**src/sv/blr_pkg.sv**
```systemverilog
// Shared types and constants for the Bresenham line rasterizer.
// No dependencies; used by the channel interfaces and the top level.
package blr_pkg;

  typedef enum logic {
    CMD_LOAD = 1'b0,
    CMD_STEP = 1'b1
  } cmd_t;

endpackage

```
**src/sv/blr_if.sv**
```systemverilog
// Valid/ready channel interfaces for the line rasterizer: command in, pixel out.
// Depends on blr_pkg for the command type.
interface blr_cmd_if #(
  parameter int COORD_BITS = 12
);
  logic                         valid;
  logic                         ready;
  blr_pkg::cmd_t                cmd;
  logic signed [COORD_BITS-1:0] start_x;
  logic signed [COORD_BITS-1:0] start_y;
  logic signed [COORD_BITS-1:0] end_x;
  logic signed [COORD_BITS-1:0] end_y;

  modport source(output valid, cmd, start_x, start_y, end_x, end_y, input ready);
  modport sink(input valid, cmd, start_x, start_y, end_x, end_y, output ready);
endinterface

interface blr_pixel_if #(
  parameter int COORD_BITS = 12
);
  logic                         valid;
  logic                         ready;
  logic signed [COORD_BITS-1:0] pixel_x;
  logic signed [COORD_BITS-1:0] pixel_y;
  logic                         last_pixel;

  modport source(output valid, pixel_x, pixel_y, last_pixel, input ready);
  modport sink(input valid, pixel_x, pixel_y, last_pixel, output ready);
endinterface

```
**src/sv/bresenham_line_rasterizer.sv**
```systemverilog
// A command is held in the input register, and its pixel, if any, then in the result register.
// One command per cycle while the pixel output is not stalled; each step is a single
// pass through the error-term adder and the position incrementers into the result register.
// Reset (rst, synchronous, active high) clears the line state, the input and result valids.
// Depends on blr_pkg and the channel interfaces in blr_if.sv.
module bresenham_line_rasterizer #(
  parameter int COORD_BITS = 12
) (
  input  logic               clk,
  input  logic               rst,
  blr_cmd_if.sink            line_cmd,
  blr_pixel_if.source        pixel
);

  localparam int CW = COORD_BITS;
  localparam int EW = COORD_BITS + 2;

  // input register
  logic          s1_valid;
  blr_pkg::cmd_t s1_cmd;
  logic [CW-1:0] s1_sx, s1_sy, s1_ex, s1_ey;

  // line state
  logic [CW-1:0] pos_x, pos_y;
  logic [CW-1:0] major_remaining;
  logic [EW-1:0] error_term;
  logic [CW-1:0] delta_x_abs, delta_y_abs;
  logic          x_step_negative, y_step_negative, steep_line, line_active;

  // result register
  logic          o_valid;
  logic [CW-1:0] o_x, o_y;
  logic          o_last;

  logic s1_fire, in_fire;

  // next values
  logic [CW-1:0] pos_x_next, pos_y_next, major_remaining_next;
  logic [EW-1:0] error_term_next;
  logic [CW-1:0] delta_x_abs_next, delta_y_abs_next;
  logic          x_step_negative_next, y_step_negative_next, steep_line_next;
  logic          line_active_next, has_result, last_next;

  // load datapath
  logic [CW:0]   dx, dy, dx_neg, dy_neg;
  logic [CW-1:0] ld_dx_abs, ld_dy_abs, ld_major, ld_minor;
  logic          ld_steep;

  // step datapath
  logic [CW-1:0] st_major, st_minor, x_inc, y_inc, rem_dec;
  logic [EW-1:0] diff, err_add;
  logic          err_nonneg;

  assign s1_fire = s1_valid && (!o_valid || pixel.ready);
  assign line_cmd.ready = !s1_valid || s1_fire;
  assign in_fire = line_cmd.valid && line_cmd.ready;

  always_ff @(posedge clk) begin
    if (rst) begin
      s1_valid <= 1'b0;
    end else if (line_cmd.ready) begin
      s1_valid <= line_cmd.valid;
    end
    if (in_fire) begin
      s1_cmd <= line_cmd.cmd;
      s1_sx  <= line_cmd.start_x;
      s1_sy  <= line_cmd.start_y;
      s1_ex  <= line_cmd.end_x;
      s1_ey  <= line_cmd.end_y;
    end
  end

  always_comb begin
    dx        = {s1_ex[CW-1], s1_ex} - {s1_sx[CW-1], s1_sx};
    dy        = {s1_ey[CW-1], s1_ey} - {s1_sy[CW-1], s1_sy};
    dx_neg    = -dx;
    dy_neg    = -dy;
    ld_dx_abs = dx[CW] ? dx_neg[CW-1:0] : dx[CW-1:0];
    ld_dy_abs = dy[CW] ? dy_neg[CW-1:0] : dy[CW-1:0];
    ld_steep  = ld_dy_abs > ld_dx_abs;
    ld_major  = ld_steep ? ld_dy_abs : ld_dx_abs;
    ld_minor  = ld_steep ? ld_dx_abs : ld_dy_abs;

    st_major   = steep_line ? delta_y_abs : delta_x_abs;
    st_minor   = steep_line ? delta_x_abs : delta_y_abs;
    x_inc      = x_step_negative ? {CW{1'b1}} : CW'(1);
    y_inc      = y_step_negative ? {CW{1'b1}} : CW'(1);
    err_nonneg = !error_term[EW-1];
    diff       = {2'b00, st_minor} - {2'b00, st_major};
    err_add    = err_nonneg ? {diff[EW-2:0], 1'b0} : {1'b0, st_minor, 1'b0};
    rem_dec    = major_remaining - CW'(1);

    pos_x_next           = pos_x;
    pos_y_next           = pos_y;
    major_remaining_next = major_remaining;
    error_term_next      = error_term;
    delta_x_abs_next     = delta_x_abs;
    delta_y_abs_next     = delta_y_abs;
    x_step_negative_next = x_step_negative;
    y_step_negative_next = y_step_negative;
    steep_line_next      = steep_line;
    line_active_next     = line_active;
    has_result           = 1'b0;
    last_next            = 1'b0;

    unique case (s1_cmd)
      blr_pkg::CMD_LOAD: begin
        pos_x_next           = s1_sx;
        pos_y_next           = s1_sy;
        major_remaining_next = ld_major;
        error_term_next      = {1'b0, ld_minor, 1'b0} - {2'b00, ld_major};
        delta_x_abs_next     = ld_dx_abs;
        delta_y_abs_next     = ld_dy_abs;
        x_step_negative_next = dx[CW];
        y_step_negative_next = dy[CW];
        steep_line_next      = ld_steep;
        line_active_next     = ld_major != '0;
        has_result           = 1'b1;
        last_next            = ld_major == '0;
      end
      blr_pkg::CMD_STEP: begin
        if (line_active) begin
          // major axis always moves; minor axis moves when the error is not negative
          if (steep_line || err_nonneg) pos_y_next = pos_y + y_inc;
          if (!steep_line || err_nonneg) pos_x_next = pos_x + x_inc;
          error_term_next      = error_term + err_add;
          major_remaining_next = rem_dec;
          line_active_next     = rem_dec != '0;
          has_result           = 1'b1;
          last_next            = rem_dec == '0;
        end
      end
      default: begin
      end
    endcase
  end

  always_ff @(posedge clk) begin
    if (rst) begin
      pos_x           <= '0;
      pos_y           <= '0;
      major_remaining <= '0;
      error_term      <= '0;
      delta_x_abs     <= '0;
      delta_y_abs     <= '0;
      x_step_negative <= 1'b0;
      y_step_negative <= 1'b0;
      steep_line      <= 1'b0;
      line_active     <= 1'b0;
    end else if (s1_fire) begin
      pos_x           <= pos_x_next;
      pos_y           <= pos_y_next;
      major_remaining <= major_remaining_next;
      error_term      <= error_term_next;
      delta_x_abs     <= delta_x_abs_next;
      delta_y_abs     <= delta_y_abs_next;
      x_step_negative <= x_step_negative_next;
      y_step_negative <= y_step_negative_next;
      steep_line      <= steep_line_next;
      line_active     <= line_active_next;
    end
  end

  always_ff @(posedge clk) begin
    if (rst) begin
      o_valid <= 1'b0;
    end else begin
      o_valid <= (o_valid && !pixel.ready) || (s1_fire && has_result);
    end
    if (s1_fire && has_result) begin
      o_x    <= pos_x_next;
      o_y    <= pos_y_next;
      o_last <= last_next;
    end
  end

  assign pixel.valid      = o_valid;
  assign pixel.pixel_x    = o_x;
  assign pixel.pixel_y    = o_y;
  assign pixel.last_pixel = o_last;

endmodule

```
**src/flat_wrapper.sv**
```systemverilog
// flat-port wrapper written by rule: the top's interface ports become plain ports
module bresenham_line_rasterizer_flat 
#(
  parameter int COORD_BITS = 12
)
  (clk, rst, line_cmd_valid, line_cmd_cmd, line_cmd_start_x, line_cmd_start_y, line_cmd_end_x, line_cmd_end_y, line_cmd_ready, pixel_valid, pixel_pixel_x, pixel_pixel_y, pixel_last_pixel, pixel_ready);
  blr_cmd_if #(.COORD_BITS(COORD_BITS)) line_cmd_i ();
  blr_pixel_if #(.COORD_BITS(COORD_BITS)) pixel_i ();
  input  logic clk;
  input  logic rst;
  input wire logic [$bits(line_cmd_i.valid)-1:0] line_cmd_valid;
  input wire logic [$bits(line_cmd_i.cmd)-1:0] line_cmd_cmd;
  input wire logic [$bits(line_cmd_i.start_x)-1:0] line_cmd_start_x;
  input wire logic [$bits(line_cmd_i.start_y)-1:0] line_cmd_start_y;
  input wire logic [$bits(line_cmd_i.end_x)-1:0] line_cmd_end_x;
  input wire logic [$bits(line_cmd_i.end_y)-1:0] line_cmd_end_y;
  output wire logic [$bits(line_cmd_i.ready)-1:0] line_cmd_ready;
  output wire logic [$bits(pixel_i.valid)-1:0] pixel_valid;
  output wire logic [$bits(pixel_i.pixel_x)-1:0] pixel_pixel_x;
  output wire logic [$bits(pixel_i.pixel_y)-1:0] pixel_pixel_y;
  output wire logic [$bits(pixel_i.last_pixel)-1:0] pixel_last_pixel;
  input wire logic [$bits(pixel_i.ready)-1:0] pixel_ready;
  assign line_cmd_i.valid = line_cmd_valid;
  assign line_cmd_i.cmd = line_cmd_cmd;
  assign line_cmd_i.start_x = line_cmd_start_x;
  assign line_cmd_i.start_y = line_cmd_start_y;
  assign line_cmd_i.end_x = line_cmd_end_x;
  assign line_cmd_i.end_y = line_cmd_end_y;
  assign line_cmd_ready = line_cmd_i.ready;
  assign pixel_valid = pixel_i.valid;
  assign pixel_pixel_x = pixel_i.pixel_x;
  assign pixel_pixel_y = pixel_i.pixel_y;
  assign pixel_last_pixel = pixel_i.last_pixel;
  assign pixel_i.ready = pixel_ready;
  bresenham_line_rasterizer #(.COORD_BITS(COORD_BITS)) u_core (.clk(clk), .rst(rst), .line_cmd(line_cmd_i), .pixel(pixel_i));
endmodule
```
**config.mk**
```make
export PLATFORM = sky130hd
export DESIGN_NAME = bresenham_line_rasterizer_flat
export DESIGN_NICKNAME = d
export VERILOG_FILES = /design/src/sv/blr_pkg.sv /design/src/sv/blr_if.sv /design/src/sv/bresenham_line_rasterizer.sv /design/src/flat_wrapper.sv
export SDC_FILE = /design/constraint.sdc
export NUM_CORES = 1
export LEC_CHECK = 0
export BUFFER_PORTS_ARGS = -buffer_cell sky130_fd_sc_hd__buf_2
export CAP_MARGIN = 20
export CELL_PAD_IN_SITES_DETAIL_PLACEMENT = 0
export CELL_PAD_IN_SITES_GLOBAL_PLACEMENT = 1
export CORE_MARGIN = 2
export CORE_UTILIZATION = 51
export CTS_CLUSTER_DIAMETER = 50
export DETAILED_ROUTE_END_ITERATION = 7
export GPL_TIMING_DRIVEN = 0
export MAX_ROUTING_LAYER = met4
export PLACE_DENSITY = 0.95
export SYNTH_ARGS = -nofsm -noshare
export SYNTH_HDL_FRONTEND = slang
export SYNTH_SLANG_ARGS = --single-unit
```
**constraint.sdc**
```tcl
create_clock -name clk -period 11.77 [get_ports clk]
set_input_delay 1.177 -clock clk [delete_from_list [all_inputs] [get_ports clk]]
set_output_delay 1.177 -clock clk [all_outputs]
set_load 0.02 [all_outputs]
```
==> flow_metrics.env, run 1 <==
export IMPL_outcome="finished, final reports clean"
export IMPL_cts_tree="done"
export IMPL_synth_ff_type="dfxtp_1"
export IMPL_fin_crit_ns=8.24
export IMPL_pwr_density_cell_mw_per_mm2=203
export IMPL_cp_depth=34
export IMPL_slew_headroom_pct=45.7
export IMPL_io_pins=80
export IMPL_drive_gt1_share_pct=11.6
export IMPL_cp_max_fo=10
export IMPL_syn_area_per_cell_sq_um=8.48
export IMPL_syn_nets=1451
export IMPL_die_x_um=151
export IMPL_hold_violations=0
export IMPL_yosysTopAreaCellShare_pct=20.2
export IMPL_worstSkewPairLatency_ns=0.44
export IMPL_cts_root_buf="clkbuf_16"
export IMPL_ys_seq_area_share_pct=34.6
export IMPL_timing_critical_path_buf_inv=3
export IMPL_synth_top_cell_by_area="edfxtp_1"
export IMPL_ys_top_cells_by_area="edfxtp_1, dfxtp_1, ha_1"
export IMPL_dp_hpwl_um=23900
export IMPL_cp_start_kind="flip-flop"
export IMPL_critical_path_max_stage_delay_ns=0.53
export IMPL_drt_initial_drc_count=920
export IMPL_min_path_type="flip-flop to flip-flop"
export IMPL_grt_max_degree=35
export IMPL_irDropWorstVdd_mv=0.132
export IMPL_path_delay_family="compound AO/OA/AOI/OAI gates"
export IMPL_cp_end_kind="flip-flop"
export IMPL_worstSetupPathType="flip-flop to flip-flop"
export IMPL_fin_tns_setup_ns=0
export IMPL_grt_pass1_wl_um=47800
export IMPL_numCtsBuffers=17
export IMPL_synth_cell_types=81
export IMPL_cts_max_path_buffers=2
export IMPL_vias=9819
export IMPL_syn_inst=1298
export IMPL_cpMostUsedCell="a21oi_1"
export IMPL_cts_setup_buffers=0
export IMPL_fmax_mhz=121
export IMPL_post_route_period_util_pct=70.0
export IMPL_gp_congestion=0.936
export IMPL_dieArea_sq_mm=0.0228
export IMPL_tightest_slew_ns=0.807
export IMPL_grt_overflow=0
export IMPL_antenna_found_initial=1
export IMPL_ff2ff_path_depth=34
export IMPL_antenna_left=0
export IMPL_drtPass1Iterations=5
export IMPL_viasPerCell=5.82
export IMPL_avgRoutedWirePerCell_um=18.3
export IMPL_ys_ff_latch=153
export IMPL_die_h_um=151
export IMPL_htreeDepth=4
export IMPL_slew_violations=0
export IMPL_clock_sinks=153
export IMPL_grt_pass1_vias=9054
export IMPL_rsz0062_at_grt="no"
export IMPL_synth_edf_count=74
export IMPL_hold_ws_ns=0.469
export IMPL_synthesis_area_sq_mm=0.0110
export IMPL_start_util_pct=52.2
export IMPL_yosys_warnings=0
export IMPL_slowest_stage="a31oi_1"
export IMPL_row_count=53
export IMPL_final_setup_viol_count=0
export IMPL_ctsHoldBuffers=0
export IMPL_crit_arrival_ns=8.58
export IMPL_maxCapViolCount=0
export IMPL_cts_resized=0
export IMPL_core_area_sq_mm=0.0211
export IMPL_portBuffers=79
export IMPL_p_leak_nw=5.03
export IMPL_remaining_drc_errors=0
export IMPL_nets=1550
export IMPL_gr_usage_all_layers_pct=28.3
export IMPL_worstPathRequired_ns=12.12
export IMPL_cts_clk_slew_worst_paths_ns=0.07
export IMPL_clock_skew_ns=0.0159
export IMPL_area_delta_synth_final_pct=12.4
export IMPL_min_path_cells=2
export IMPL_synthArstFlopShare_pct=0
export IMPL_finalWirelength_um=30800
placed cells by master, fill, tap and decap left out, types with 5 or more instances in the layout:
master / netlist / layout
clkbuf_1: 45 / 45
fa_1: 7 / 7
o21bai_1: 13 / 13
a21boi_0: 5 / 5
o31ai_1: 8 / 8
o22ai_1: 5 / 5
o21a_1: 12 / 12
clkbuf_16: 0 / 19
a21oi_1: 144 / 144
nor2b_1: 14 / 14
mux2i_1: 24 / 24
inv_6: 0 / 5
nor4_1: 7 / 7
inv_1: 87 / 87
edfxtp_1: 74 / 74
mux2_2: 17 / 17
a211oi_1: 30 / 30
o21ai_0: 69 / 69
a31oi_1: 13 / 13
nand2_1: 138 / 138
o21ai_1: 6 / 6
nand2b_1: 14 / 14
ha_1: 93 / 93
and3_1: 10 / 10
xnor2_1: 46 / 46
a21o_1: 18 / 18
nand4_1: 5 / 5
nor2_1: 134 / 134
or3_1: 5 / 5
nand3_1: 15 / 15
buf_2: 3 / 83
xor2_1: 33 / 33
nor3_1: 34 / 34
buf_1: 6 / 5
dfxtp_1: 79 / 79
stage by stage:
stage          power (mW)  worst slack, ns  utilization [%]  area [sq um]  cells
2_1_floorplan        1.61             4.89                -         11000   1298
3_3_place_gp         1.91             3.78             55.7         11700   1652
3_5_place_dp         1.92             3.72             55.8         11800   1653
4_1_cts              2.49             3.64             58.7         12400   1685
5_1_grt              2.66             2.94             58.7         12400   1686
6_report             2.51             3.53             58.7         12400   1686
worst paths after layout:
| kind | slack [ns] | to | startpoint |
|---|---|---|---|
| worst max-delay path | 3.53 | u_core.error_term[12]$_SDFFE_PP0P_ | u_core.s1_sx[0]$_DFFE_PP_ |
| worst min-delay path | 0.47 | u_core.delta_y_abs[7]$_SDFFE_PP0P_ | u_core.delta_y_abs[7]$_SDFFE_PP0P_ |
| worst max register to register | 3.53 | u_core.error_term[12]$_SDFFE_PP0P_ | u_core.s1_sx[0]$_DFFE_PP_ |
| worst min register to register | 0.47 | u_core.delta_y_abs[7]$_SDFFE_PP0P_ | u_core.delta_y_abs[7]$_SDFFE_PP0P_ |
kinds of logic (layout without fill, tap and decap cells):
| logic type | after synthesis | after routing | synth area share [%] |
|---|---|---|---|
| XOR/XNOR | 81 | 81 | 6.58 |
| other | 0 | 1 | 0 |
| buffers and inverters | 148 | 260 | 5.34 |
| flip-flops | 153 | 153 | 34.6 |
| AO/OA/AOI/OAI | 362 | 362 | 20.2 |
| multiplexers | 42 | 42 | 4.02 |
| adder cells (fa/ha/maj) | 104 | 104 | 12.2 |
| AND/OR/NAND/NOR | 408 | 408 | 17.0 |
cell usage after synthesis, types with 5 or more instances:
cell	instances
a21oi_1	144
nand2_1	138
nor2_1	134
ha_1	93
inv_1	87
dfxtp_1	79
edfxtp_1	74
o21ai_0	69
xnor2_1	46
clkbuf_1	45
nor3_1	34
xor2_1	33
a211oi_1	30
mux2i_1	24
a21o_1	18
mux2_2	17
nand3_1	15
nand2b_1	14
nor2b_1	14
a31oi_1	13
o21bai_1	13
o21a_1	12
and3_1	10
o31ai_1	8
fa_1	7
nor4_1	7
buf_1	6
o21ai_1	6
a21boi_0	5
nand4_1	5
o22ai_1	5
or3_1	5
area by class of cell:
cell class	count	area [sq um]
Timing Repair Buffer	80	415
Multi-Input combinational cell	997	6620
Fill cell	1913	8710
Clock inverter	12	114
Antenna cell	1	2.50
Inverter	88	330
Sequential cell	153	3800
Buffer	60	259
Tap cell	275	344
Clock buffer	20	489
power by group:
| group | switching [mW] | internal (mW) | leakage, nW |
|---|---|---|---|
| clock network | 0.251 | 0.311 | 0.297 |
| logic | 0.804 | 0.512 | 3.38 |
| registers | 0.0311 | 0.602 | 1.36 |
worst register-to-register path, delay by kind of cell, from the launching register on:
family                   cells  cell delay (ns)
adder cells (fa/ha/maj)      4             1.50
XOR/XNOR                     2             0.48
AND/OR/NAND/NOR              8             1.66
AO/OA/AOI/OAI               17             3.56
flip-flops                   1             0.44
buffers and inverters        3             0.49
registers in the layout, summed over array words and instances, names as in the netlist:
signal / cells
u_core.pixel.pixel_x: 12
u_core.s1_ex: 12
u_core.error_term: 13
u_core.y_step_negative: 1
u_core.s1_sy: 12
u_core.x_step_negative: 1
u_core.steep_line: 1
u_core.line_active: 1
u_core.s1_valid: 1
u_core.pixel.valid: 1
u_core.s1_cmd: 1
u_core.delta_x_abs: 12
u_core.s1_sx: 12
u_core.pos_x: 12
u_core.major_remaining: 12
u_core.delta_y_abs: 12
u_core.s1_ey: 12
u_core.pos_y: 12
u_core.pixel.pixel_y: 12
u_core.pixel.last_pixel: 1
per-layer routing:
metal | vias up | wire (um) | global-route usage [%]
met2 | 360 | 14200 | 45.1
met1 | 4566 | 13400 | 36.0
met3 | 79 | 1880 | 4.64
li1 | 4814 | - | -
met5 | - | 0 | -
met4 | 0 | 1300 | 11.7
(Power assumes the default switching activity.)
==> inputs of run 2 (changes only) <==
--- a/config.mk
+++ b/config.mk
@@ -10,12 +10,12 @@
 export CELL_PAD_IN_SITES_DETAIL_PLACEMENT = 0
 export CELL_PAD_IN_SITES_GLOBAL_PLACEMENT = 1
 export CORE_MARGIN = 2
-export CORE_UTILIZATION = 51
+export CORE_UTILIZATION = 42
 export CTS_CLUSTER_DIAMETER = 50
 export DETAILED_ROUTE_END_ITERATION = 7
 export GPL_TIMING_DRIVEN = 0
 export MAX_ROUTING_LAYER = met4
-export PLACE_DENSITY = 0.95
+export PLACE_DENSITY = 0.86
 export SYNTH_ARGS = -nofsm -noshare
 export SYNTH_HDL_FRONTEND = slang
 export SYNTH_SLANG_ARGS = --single-unit
==> constraint.sdc (replaced) <==
create_clock -name clk -period 6.6 [get_ports clk]
set_input_delay 0.66 -clock clk [delete_from_list [all_inputs] [get_ports clk]]
set_output_delay 0.66 -clock clk [all_outputs]
set_load 0.02 [all_outputs]
==> flow_metrics.env, run 2 (synthesis results as in run 1) <==
export IMPL_outcome="finished with violations"
export IMPL_violations="setup timing"
export IMPL_grt_pass1_vias=9673
export IMPL_gp_congestion=0.946
export IMPL_instances_no_fill=1803
export IMPL_dp_hpwl_um=24500
export IMPL_top_usage_layer="met2"
export IMPL_cts_tree="done"
export IMPL_cts_max_path_buffers=2
export IMPL_r2r_start="u_core.s1_sx[0]$_DFFE_PP_"
export IMPL_worstPathRequired_ns=6.95
export IMPL_rsz0062_at_grt="yes"
export IMPL_post_route_period_util_pct=104
export IMPL_top_register="u_core.error_term"
export IMPL_grt_max_degree=42
export IMPL_grt_pass1_wl_um=52500
export IMPL_row_count=59
export IMPL_worstSkewPairLatency_ns=0.44
export IMPL_antenna_found_initial=0
export IMPL_io_pins=80
export IMPL_mostFrequentLayoutCell="nand2_1"
export IMPL_area_delta_synth_final_pct=22.6
export IMPL_clock_sinks=153
export IMPL_portBuffers=79
export IMPL_n_antenna_cell=0
export IMPL_irDropWorstVdd_mv=0.246
export IMPL_drt_initial_drc_count=833
export IMPL_p_leak_nw=5.48
export IMPL_start_util_pct=42.5
export IMPL_dp_cells=1713
export IMPL_worstSetupPathType="flip-flop to flip-flop"
export IMPL_tightest_slew_ns=0.948
export IMPL_viasPerCell=5.58
export IMPL_dieArea_sq_mm=0.0275
export IMPL_min_path_type="primary input to flip-flop"
export IMPL_cts_root_buf="clkbuf_16"
export IMPL_critical_path_max_stage_delay_ns=0.44
export IMPL_drtPass1Iterations=5
export IMPL_die_x_um=166
export IMPL_cp_max_fo=7
export IMPL_nets=1608
export IMPL_drive_gt1_share_pct=20.5
export IMPL_finalWirelength_um=33700
export IMPL_cp_start_kind="flip-flop"
export IMPL_grt_overflow=0
export IMPL_fin_tns_setup_ns=-0.712
export IMPL_cp_startpoint="u_core.s1_sx[0]$_DFFE_PP_"
export IMPL_slew_violations=0
export IMPL_use_met1_pct=30.7
export IMPL_met2_usage_pct=40.7
export IMPL_antenna_left=0
export IMPL_fin_crit_ns=6.89
export IMPL_htreeDepth=4
export IMPL_cp_end_kind="flip-flop"
export IMPL_avgRoutedWirePerCell_um=18.7
export IMPL_fmax_mhz=145
export IMPL_die_h_um=166
export IMPL_holdCritStartpoint="line_cmd_end_x[4]"
export IMPL_preCtsSetupSlack_ns=-1.23
export IMPL_path_delay_family="compound AO/OA/AOI/OAI gates"
export IMPL_slew_headroom_pct=36.8
export IMPL_timing_critical_path_buf_inv=3
export IMPL_numCtsBuffers=17
export IMPL_mostFrequentLayoutCells="nand2_1, a21oi_1, nor2_1, ha_1"
export IMPL_crit_arrival_ns=7.23
export IMPL_hold_ws_ns=0.392
export IMPL_pwr_density_cell_mw_per_mm2=388
export IMPL_worst_slack_ns=-0.286
export IMPL_maxCapViolCount=0
export IMPL_clock_skew_ns=0.0145
export IMPL_remaining_drc_errors=0
export IMPL_hold_violations=0
export IMPL_final_setup_viol_count=4
export IMPL_ctsHoldBuffers=0
export IMPL_slowest_stage="edfxtp_1"
export IMPL_gr_usage_all_layers_pct=24.8
export IMPL_cts_clk_slew_worst_paths_ns=0.07
export IMPL_use_met3_pct=3.15
export IMPL_core_area_sq_mm=0.0259
export IMPL_largest_reg_flops=13
export IMPL_vias=10100
export IMPL_total_power_mw=5.23
export IMPL_cpMostUsedCell="a21oi_2"
==> run 2: cell count changes in the layout (fill, tap and decap cells not counted), sizes merged <==
cell	change
diode	-1
clkinv	+2
buf	+61
bufinv	+4
clkbuf	-4
clkinvlp	+1
inv	-6
==> run 2: path summary, 6_finish.rpt <==
check / endpoint / depth (start not counted) / slack [ns]
setup reg to reg: u_core.error_term[12]$_SDFFE_PP0P_ / 33 / -0.29
hold / removal: u_core.s1_ex[4]$_DFFE_PP_ / 1 / 0.39
setup / recovery: u_core.error_term[12]$_SDFFE_PP0P_ / 33 / -0.29
hold reg to reg: u_core.pos_y[3]$_SDFFE_PP0P_ / 2 / 0.48
==> run 2: cell type report <==
cell class	count	area, sq um
fillers	2369	12400
multi-input cells	997	7160
flip-flops and latches	153	3800
repair buffers	138	858
clock buffers	19	433
well taps	335	419
inverters	88	333
plain buffers	60	294
clock inverters	13	191
==> run 2: through the flow <==
step           utilization (%)  cell area [sq um]
2_1_floorplan                -              11000
3_3_place_gp              45.7              11800
3_5_place_dp              45.8              11900
4_1_cts                   51.0              13200
5_1_grt                   52.1              13500
6_report                  52.1              13500
==> run 2: routing by layer <==
layer	part of all wire, %	up-vias
met1	42	4713
met4	4.1	0
met2	48	335
met5	0	-
met3	5.2	82
li1	-	4928
==> run 2: what timing repair did <==
action / CTS / global route
gates resized for setup: 79 / 41
pin swaps: 33 / 53
cloned: 0 / 0
setup buffers: 42 / 18
endpoints found under the setup margin: 11 / 7
==> run 2: power by group <==
part           internal, mW  switching (mW)  leakage, nW
combinational          1.36            1.68         3.82
clock                 0.637           0.423        0.296
sequential             1.07          0.0537         1.36
